`src/rtl/rsti64_pkg.sv`:
```
`timescale 1ns / 1ps

package rsti64_pkg;

	typedef enum logic [1:0] {
		MODE_DEC = 2'd0,
		MODE_HEX = 2'd1,
		MODE_OCT = 2'd2,
		MODE_BIN = 2'd3
	} radix_mode_t;

	typedef enum logic [2:0] {
		PH_LWS        = 3'd0,
		PH_AFTER_SIGN = 3'd1,
		PH_LZ         = 3'd2,
		PH_DIG        = 3'd3,
		PH_TWS        = 3'd4,
		PH_DONE       = 3'd5
	} parse_phase_t;

	localparam int unsigned MAX_LEN  = 65535;
	localparam int unsigned CNT_W    = 16;
	localparam int unsigned CNT_CAP_I = (MAX_LEN < 65535) ? MAX_LEN : 65535;
	localparam logic [CNT_W-1:0] CNT_CAP = CNT_CAP_I[CNT_W-1:0];

	localparam logic [7:0] CH_SPACE = 8'h20;
	localparam logic [7:0] CH_TAB   = 8'h09;
	localparam logic [7:0] CH_CR    = 8'h0d;
	localparam logic [7:0] CH_PLUS  = 8'h2b;
	localparam logic [7:0] CH_MINUS = 8'h2d;
	localparam logic [7:0] CH_ZERO  = 8'h30;
	localparam logic [7:0] CH_NINE  = 8'h39;
	localparam logic [7:0] CH_LA    = 8'h61;
	localparam logic [7:0] CH_LF    = 8'h66;
	localparam logic [7:0] CH_UA    = 8'h41;
	localparam logic [7:0] CH_UF    = 8'h46;
	localparam logic [7:0] CH_LX    = 8'h78;
	localparam logic [7:0] CH_LB    = 8'h62;
	localparam logic [7:0] CASE_BIT = 8'h20;

	localparam logic [4:0] DIGIT_NONE = 5'd16;

	localparam logic [6:0] LIM_HEX = 7'd16;
	localparam logic [6:0] LIM_OCT = 7'd21;
	localparam logic [6:0] LIM_BIN = 7'd63;
	localparam logic [6:0] DCNT_MAX = 7'd127;

	// int64 limits and their decimal split (both limits share the same quotient)
	localparam logic [63:0] POS_LIMIT = 64'h7fff_ffff_ffff_ffff;
	localparam logic [63:0] NEG_LIMIT = 64'h8000_0000_0000_0000;
	localparam logic [63:0] DEC_QUOT  = 64'd922337203685477580;
	localparam logic [4:0]  POS_REM   = 5'd7;
	localparam logic [4:0]  NEG_REM   = 5'd8;

	function automatic logic is_space(input logic [7:0] c);
		return (c == CH_SPACE) || (c >= CH_TAB && c <= CH_CR);
	endfunction

	// digit value in the given radix, DIGIT_NONE if not a digit of it
	function automatic logic [4:0] digit_of(input logic [7:0] c, input radix_mode_t mode);
		logic [7:0] v;
		v = {3'b0, DIGIT_NONE};
		if (c >= CH_ZERO && c <= CH_NINE) begin
			v = c - CH_ZERO;
		end else if (c >= CH_LA && c <= CH_LF) begin
			v = c - CH_LA + 8'd10;
		end else if (c >= CH_UA && c <= CH_UF) begin
			v = c - CH_UA + 8'd10;
		end
		case (mode)
			MODE_DEC: if (v > 8'd9) v = {3'b0, DIGIT_NONE};
			MODE_OCT: if (v > 8'd7) v = {3'b0, DIGIT_NONE};
			MODE_BIN: if (v > 8'd1) v = {3'b0, DIGIT_NONE};
			default: ;
		endcase
		return v[4:0];
	endfunction

endpackage

```
`src/rtl/radix_string_to_int64.sv`:
```
`timescale 1ns / 1ps

// radix_string_to_int64: streaming string to signed 64-bit integer parser
//
// s_* channel: one string byte per item in s_tdata, s_tlast on the final byte.
// m_* channel: one result item per string, sent after its final byte.
//   m_tdata holds the value and the consumed byte count, m_tuser the status
//   (1 when a byte was rejected).
// cfg_we / cfg_wdata: writes the radix mode (decimal, hex, octal, binary);
//   change it only between strings.
//
// throughput: one byte per cycle while no final byte waits on a full result
// register, set by the combinational parse/accumulate step that sits between
// the input register and the parse state registers.
// result path: the final byte waits in the input register, then the result register loads.
// stall: a result waiting in the result register does not block the input;
//   non-final bytes keep flowing, and only a second final byte waits in the
//   input register until the pending result is taken.
// reset: arst_n clears the parse state, empties both registers and sets the
//   radix to decimal.

module radix_string_to_int64
	import rsti64_pkg::*;
(
	input  logic        clk,
	input  logic        arst_n,
	input  logic        cfg_we,
	input  logic [1:0]  cfg_wdata,   // radix_mode
	input  logic        s_tvalid,
	output logic        s_tready,
	input  logic [7:0]  s_tdata,     // [7:0] char_byte
	input  logic        s_tlast,     // is_last
	output logic        m_tvalid,
	input  logic        m_tready,
	output logic [79:0] m_tdata,     // [63:0] result_value, [79:64] consumed_count
	output logic        m_tuser      // status
);

	radix_mode_t  mode_q;

	// input register
	logic         valid_s1;
	logic [7:0]   char_s1;
	logic         last_s1;

	// parse state
	parse_phase_t phase_q;
	logic         neg_q;
	logic [63:0]  acc_q;
	logic [6:0]   dcnt_q;
	logic         ovf_q;
	logic         zas_q;
	logic [15:0]  bcnt_q;

	// result register
	logic         out_valid_q;
	logic [63:0]  out_value_q;
	logic [15:0]  out_count_q;
	logic         out_status_q;

	logic         adv;

	// next parse state
	parse_phase_t ph_n;
	logic         neg_n;
	logic [63:0]  acc_n;
	logic [6:0]   dcnt_n;
	logic         ovf_n;
	logic         zas_n;
	logic [15:0]  bcnt_n;
	logic         consumed;
	logic [63:0]  res_value;

	// the item in s1 moves on unless it is a final byte and the result slot is full
	assign adv      = valid_s1 && (!last_s1 || !out_valid_q || m_tready);
	assign s_tready = !valid_s1 || adv;

	always_ff @(posedge clk or negedge arst_n) begin
		if (!arst_n) begin
			mode_q <= MODE_DEC;
		end else if (cfg_we) begin
			mode_q <= radix_mode_t'(cfg_wdata);
		end
	end

	always_ff @(posedge clk or negedge arst_n) begin
		if (!arst_n) begin
			valid_s1 <= 1'b0;
		end else if (s_tready) begin
			valid_s1 <= s_tvalid;
		end
	end

	always_ff @(posedge clk) begin
		if (s_tready && s_tvalid) begin
			char_s1 <= s_tdata;
			last_s1 <= s_tlast;
		end
	end

	// one byte of the grammar per cycle; each stage falls through to the next
	// when the byte does not belong to it
	always_comb begin
		logic        handled;
		logic        pre;
		logic [4:0]  d;
		logic [4:0]  rem;
		logic [6:0]  lim;
		logic [63:0] dec_next;

		ph_n     = phase_q;
		neg_n    = neg_q;
		acc_n    = acc_q;
		dcnt_n   = dcnt_q;
		ovf_n    = ovf_q;
		zas_n    = zas_q;
		consumed = 1'b0;
		handled  = 1'b0;
		pre      = 1'b0;
		d        = digit_of(char_s1, mode_q);
		rem      = neg_q ? NEG_REM : POS_REM;
		dec_next = {acc_q[60:0], 3'b000} + {acc_q[62:0], 1'b0} + {59'd0, d};

		case (mode_q)
			MODE_HEX: lim = LIM_HEX;
			MODE_OCT: lim = LIM_OCT;
			default:  lim = LIM_BIN;
		endcase

		if (ph_n == PH_DONE) begin
			handled = 1'b1;
		end

		if (!handled && ph_n == PH_LWS) begin
			if (is_space(char_s1)) begin
				consumed = 1'b1;
				handled  = 1'b1;
			end else begin
				ph_n = PH_AFTER_SIGN;
				if (char_s1 == CH_PLUS || char_s1 == CH_MINUS) begin
					neg_n    = (char_s1 == CH_MINUS);
					consumed = 1'b1;
					handled  = 1'b1;
				end
			end
		end

		if (!handled && ph_n == PH_AFTER_SIGN) begin
			ph_n = PH_LZ;
			if (char_s1 == CH_ZERO) begin
				// this zero may open a 0x / 0b prefix
				zas_n    = (mode_q == MODE_HEX) || (mode_q == MODE_BIN);
				consumed = 1'b1;
				handled  = 1'b1;
			end
		end

		if (!handled && ph_n == PH_LZ) begin
			// prefix only when another byte follows it
			pre = zas_n && !last_s1 &&
			      ((mode_q == MODE_HEX && (char_s1 | CASE_BIT) == CH_LX) ||
			       (mode_q == MODE_BIN && (char_s1 | CASE_BIT) == CH_LB));
			zas_n = 1'b0;
			if (pre || char_s1 == CH_ZERO) begin
				consumed = 1'b1;
				handled  = 1'b1;
			end else begin
				ph_n = PH_DIG;
			end
		end

		if (!handled && ph_n == PH_DIG) begin
			if (d != DIGIT_NONE) begin
				if (mode_q == MODE_DEC) begin
					// saturating: digits past the limit are consumed but dropped
					if (acc_q > DEC_QUOT || (acc_q == DEC_QUOT && d > rem)) begin
						ovf_n = 1'b1;
					end else begin
						acc_n = dec_next;
					end
					if (dcnt_q < DCNT_MAX) begin
						dcnt_n = dcnt_q + 7'd1;
					end
					consumed = 1'b1;
					handled  = 1'b1;
				end else if (dcnt_q < lim) begin
					case (mode_q)
						MODE_HEX: acc_n = {acc_q[59:0], 4'b0} + {59'd0, d};
						MODE_OCT: acc_n = {acc_q[60:0], 3'b0} + {59'd0, d};
						default:  acc_n = {acc_q[62:0], 1'b0} + {59'd0, d};
					endcase
					dcnt_n   = dcnt_q + 7'd1;
					consumed = 1'b1;
					handled  = 1'b1;
				end
			end
			if (!handled) begin
				ph_n = PH_TWS;
			end
		end

		if (!handled) begin
			if (is_space(char_s1)) begin
				consumed = 1'b1;
			end else begin
				ph_n = PH_DONE;
			end
		end

		bcnt_n = (consumed && bcnt_q < CNT_CAP) ? bcnt_q + 16'd1 : bcnt_q;

		if (mode_q == MODE_DEC && ovf_n) begin
			res_value = neg_n ? NEG_LIMIT : POS_LIMIT;
		end else begin
			res_value = acc_n;
		end
		if (neg_n) begin
			res_value = 64'd0 - res_value;
		end
	end

	always_ff @(posedge clk or negedge arst_n) begin
		if (!arst_n) begin
			phase_q <= PH_LWS;
			neg_q   <= 1'b0;
			acc_q   <= '0;
			dcnt_q  <= '0;
			ovf_q   <= 1'b0;
			zas_q   <= 1'b0;
			bcnt_q  <= '0;
		end else if (adv) begin
			if (last_s1) begin
				// string finished: back to the start of the grammar
				phase_q <= PH_LWS;
				neg_q   <= 1'b0;
				acc_q   <= '0;
				dcnt_q  <= '0;
				ovf_q   <= 1'b0;
				zas_q   <= 1'b0;
				bcnt_q  <= '0;
			end else begin
				phase_q <= ph_n;
				neg_q   <= neg_n;
				acc_q   <= acc_n;
				dcnt_q  <= dcnt_n;
				ovf_q   <= ovf_n;
				zas_q   <= zas_n;
				bcnt_q  <= bcnt_n;
			end
		end
	end

	always_ff @(posedge clk or negedge arst_n) begin
		if (!arst_n) begin
			out_valid_q <= 1'b0;
		end else if (adv && last_s1) begin
			out_valid_q <= 1'b1;
		end else if (m_tready) begin
			out_valid_q <= 1'b0;
		end
	end

	always_ff @(posedge clk) begin
		if (adv && last_s1) begin
			out_value_q  <= res_value;
			out_count_q  <= bcnt_n;
			out_status_q <= (ph_n == PH_DONE);
		end
	end

	assign m_tvalid = out_valid_q;
	assign m_tdata  = {out_count_q, out_value_q};
	assign m_tuser  = out_status_q;

	// a final byte never overwrites a result that is still waiting
	a_no_overwrite: assert property (@(posedge clk) disable iff (!arst_n)
		valid_s1 && last_s1 && out_valid_q && !m_tready |=> valid_s1 && last_s1)
		else $error("final byte left s1 while result register was full");

	// the parse state starts over after every string
	a_clear_after_last: assert property (@(posedge clk) disable iff (!arst_n)
		adv && last_s1 |=> phase_q == PH_LWS && bcnt_q == 16'd0 && acc_q == 64'd0)
		else $error("parse state not cleared after final byte");

	// once a byte is rejected nothing more is counted
	a_done_consumes_nothing: assert property (@(posedge clk) disable iff (!arst_n)
		valid_s1 && phase_q == PH_DONE |-> !consumed)
		else $error("byte consumed after rejection");

endmodule

```
`config.mk`:
```
export PLATFORM = sky130hd
export DESIGN_NAME = radix_string_to_int64
export DESIGN_NICKNAME = d
export VERILOG_FILES = /design/src/rtl/rsti64_pkg.sv /design/src/rtl/radix_string_to_int64.sv
export SDC_FILE = /design/constraint.sdc
export NUM_CORES = 1
export LEC_CHECK = 0
export BUFFER_PORTS_ARGS = -buffer_cell sky130_fd_sc_hd__buf_2
export CAP_MARGIN = 20
export CORE_UTILIZATION = 45
export CTS_CLUSTER_SIZE = 30
export DETAILED_ROUTE_END_ITERATION = 10
export REMOVE_ABC_BUFFERS = 1
export SYNTH_ARGS = -nofsm -noshare
export SYNTH_HDL_FRONTEND = slang
export SYNTH_SLANG_ARGS = --single-unit
```
`constraint.sdc`:
```
create_clock -name clk -period 14.4 [get_ports clk]
set_input_delay 2.88 -clock clk [delete_from_list [all_inputs] [get_ports clk]]
set_output_delay 2.88 -clock clk [all_outputs]
set_load 0.1 [all_outputs]
```
==> qor.yml <==
avgSynthCellArea_sq_um: 7.71
vias_per_cell: 6.70
coreArea_sq_um: 48100
ys_seq_area_frac: 0.232
slowest_delay_ns: 0.93
yosys.cell_types.count: 107
finalMaxSlewViolations: 0
synth_ff_type: "dfrtp_1"
clk_pin_slew_ns: 0.08
fin_worst_skew_ns: 0.0140
synth-edff-count: 90
grt_util_met1: 0.507
overflow: 0
cp.arrival_ns: 10.16
crit_buf_inv: 1
status: "complete, no violations"
postSynthCellCount: 2869
clockBufferDepth: 2
io_buffers: 98
setup_viol: 0
crit_type: "reg2reg"
synth.area.top_cells: "edfxtp_1 (12%), dfrtp_1 (11%), ha_1 (8.6%)"
cts_buffers: 17
htreeDepth: 4
cp-start-kind: "register"
die_w_um: 224
rsz0062_at_grt: "false"
first_global_vias: 21500
final_antenna_net_count: 0
worstPathRequired_ns: 14.71
relSlewSlack: 0.186
wl_per_cell_um: 25.4
cts-root-buf: "clkbuf_16"
vias: 23500
hold_viol_final: 0
holdCritPathClass: "reg2reg"
die-height_um: 224
max_clock_freq_mhz: 102
crit_top_cell: "a21oi_1"
layout.nets: 3004
tns_ns: 0
groute.usage.overall: 0.353
grt_use_met2: 0.504
fin_crit_sh: 0.684
cp_max_fo: 21
power-per-cell-area_nw_per_um2: 141
final_layout_size_suffix_gt1_frac: 0.0897
path_delay_family: "compound AO/OA/AOI/OAI gates"
grt_start_max_net_pins: 86
antenna_found_initial: 1
synth_area_sq_um: 22100
drcViolationCount: 0
busiest_layer: "met1"
worst_pin_slew_ns: 1.21
clk_latency_ns: 0.50
async_reset_ff_frac: 0.519
cts.sinks: 187
cts_setup_buffers: 0
cts_tree: "done"
maxCapViolCount: 0
dp_hpwl_mm: 66.4
fp-row-count: 80
met3_usage: 0.0879
boundaryPins: 99
grt_pass1_wl_mm: 135
n_antenna_cell: 0
cts_resized: 0
fp.dieArea_sq_um: 50000
wirelength_mm: 89.0
fin_crit_ns: 9.85
critical_path.slowest_cell: "a2111oi_0"
peakVddDrop_v: 0.0000938
ys_warn_count: 0
hold_buffers: 0
p_leak_nw: 9.60
place.gp.congestion: 1.03
drt-initial-drc-count: 2408
worstSetupEndpointType: "register"
synth_top_area_cell: "edfxtp_1"
ys_ff_latch: 187
dr.pass1.iters: 6
area_growth_pct: 7.06
final_util: 0.492
start_util: 0.459
yosysTopAreaCellShare: 0.122
[worst paths after layout]
check / startpoint / end / slack (ns) / depth (start not counted)
worst min-delay path: zas_q$_DFFE_PN0P_ / zas_q$_DFFE_PN0P_ / 0.51 / 2
worst min register to register: zas_q$_DFFE_PN0P_ / zas_q$_DFFE_PN0P_ / 0.51 / 2
min in group asynchronous: arst_n / dcnt_q[1]$_DFFE_PN0P_ / 2.32 / 1
max in group asynchronous: arst_n / acc_q[60]$_DFFE_PN0P_ / 10.64 / 2
worst max-delay path: char_s1[2]$_DFFE_PP_ / out_value_q[61]$_DFFE_PP_ / 4.55 / 27
worst max register to register: char_s1[2]$_DFFE_PP_ / out_value_q[61]$_DFFE_PP_ / 4.55 / 27
[layer usage]
layer	up-vias	part of all wire
li1	10700	-
met1	11200	0.44
met2	1343	0.41
met3	191	0.11
met4	2	0.038
met5	-	0.00015
[cells in the mapped netlist, types with 12 or more instances]
library cell and instances:
a21o_1 55, or3_1 35, xor2_1 110, and2_1 27, inv_1 65, mux2i_1 18
a22o_1 29, nand2b_1 25, o21bai_1 17, or2_2 12, a21oi_1 203, buf_1 24
nand4_1 71, a211oi_1 46, and3_1 34, a221oi_1 46, a2111oi_0 12, nand3_1 94
nor2b_1 16, o21ai_0 184, buf_2 12, o21a_1 28, a31oi_1 31, o31ai_1 23
nor4_1 33, dfrtp_1 97, nor2_1 274, o22ai_1 17, o211ai_1 41, nand2_1 288
edfxtp_1 90, nor3_1 75, clkbuf_1 173, a22oi_1 33, ha_1 152, a221o_1 15
xnor2_1 141
[report_power, final]
group / leakage (nW) / internal, mW / switching (mW)
registers: 2.18 / 0.671 / 0.187
logic: 7.13 / 0.625 / 1.36
clock network: 0.284 / 0.230 / 0.256
[metrics by stage]
| step | worst slack (ns) | std cells | instance area [sq um] | power (mW) | hold WS, ns |
|---|---|---|---|---|---|
| finish | 4.55 | 3500 | 23700 | 3.33 | 0.514 |
| global route | 3.83 | 3500 | 23700 | 3.51 | 0.554 |
| CTS | 4.65 | 3498 | 23700 | 3.27 | 0.520 |
| detailed placement | 4.75 | 3466 | 23100 | 2.79 | 0.502 |
| global placement | 4.97 | 3466 | 23100 | 2.76 | 0.486 |
| floorplan | 5.36 | 2656 | 21300 | 2.18 | 0.464 |
[cells by family (layout without fill, tap and decap cells)]
kind of cell | count (synthesis) | after routing | synth area share
buffers and inverters | 281 | 256 | 0.0492
and+or+nand+nor | 1047 | 1047 | 0.231
adders and majority gates | 157 | 157 | 0.0906
xor gates and xnor gates | 251 | 251 | 0.0994
AOI/OAI and AO/OA | 925 | 925 | 0.288
DFF | 187 | 187 | 0.232
muxes | 21 | 21 | 0.00968
[cells in the final DEF, fill, tap and decap left out, types with 15 or more instances in the layout]
cell / n
buf_2: 97
o21ai_0: 182
dfrtp_1: 97
a22o_1: 29
o21bai_1: 17
and2_1: 27
nand2b_1: 25
nor3_1: 74
a221o_1: 15
and3_1: 33
nor2_1: 273
inv_1: 64
edfxtp_1: 90
a31oi_1: 31
nand4_1: 71
a22oi_1: 33
nor2b_1: 16
or3_1: 35
o31ai_1: 22
o211ai_1: 41
a21o_1: 54
xnor2_1: 141
mux2i_1: 18
a221oi_1: 46
o22ai_1: 17
xor2_1: 110
nand3_1: 94
nand2_1: 287
buf_4: 57
nor4_1: 32
a21oi_1: 202
clkbuf_16: 17
a211oi_1: 46
o21a_1: 28
ha_1: 150
[worst reg2reg max path, cell delays in order, from the launching register on]
cell	delay (ns)
edfxtp_1	0.74
nor4_2	0.56
nand4_1	0.41
a31o_2	0.37
a221oi_1	0.58
or2_2	0.24
a21oi_1	0.08
nor2_1	0.19
ha_1	0.25
ha_1	0.24
inv_1	0.08
fa_1	0.41
nor2b_1	0.18
o2111ai_1	0.21
a2111oi_0	0.93
o21ai_0	0.24
a21oi_1	0.53
o2111ai_1	0.22
a21oi_1	0.23
o32ai_1	0.20
o32a_1	0.31
o41ai_1	0.69
nand3_1	0.13
and4bb_4	0.42
and4bb_1	0.28
or3b_1	0.42
nor3b_1	0.17
a2111oi_2	0.36
[area by class of cell]
class,count,area (sq um)
Fill cell,4755,24500
Multi-Input combinational cell,2401,16000
Sequential cell,187,5130
Timing Repair Buffer,156,922
Tap cell,656,821
Clock buffer,17,425
Inverter,68,255
Clock inverter,15,149
[state kept, by name, summed over array words and instances (netlist names)]
signal	count
phase_q	3
m_tvalid	1
bcnt_q	16
neg_q	1
zas_q	1
m_tuser	1
acc_q	64
ovf_q	1
valid_s1	1
out_count_q	16
out_value_q	64
mode_q	2
last_s1	1
char_s1	8
dcnt_q	7
(Power assumes the default switching activity.)
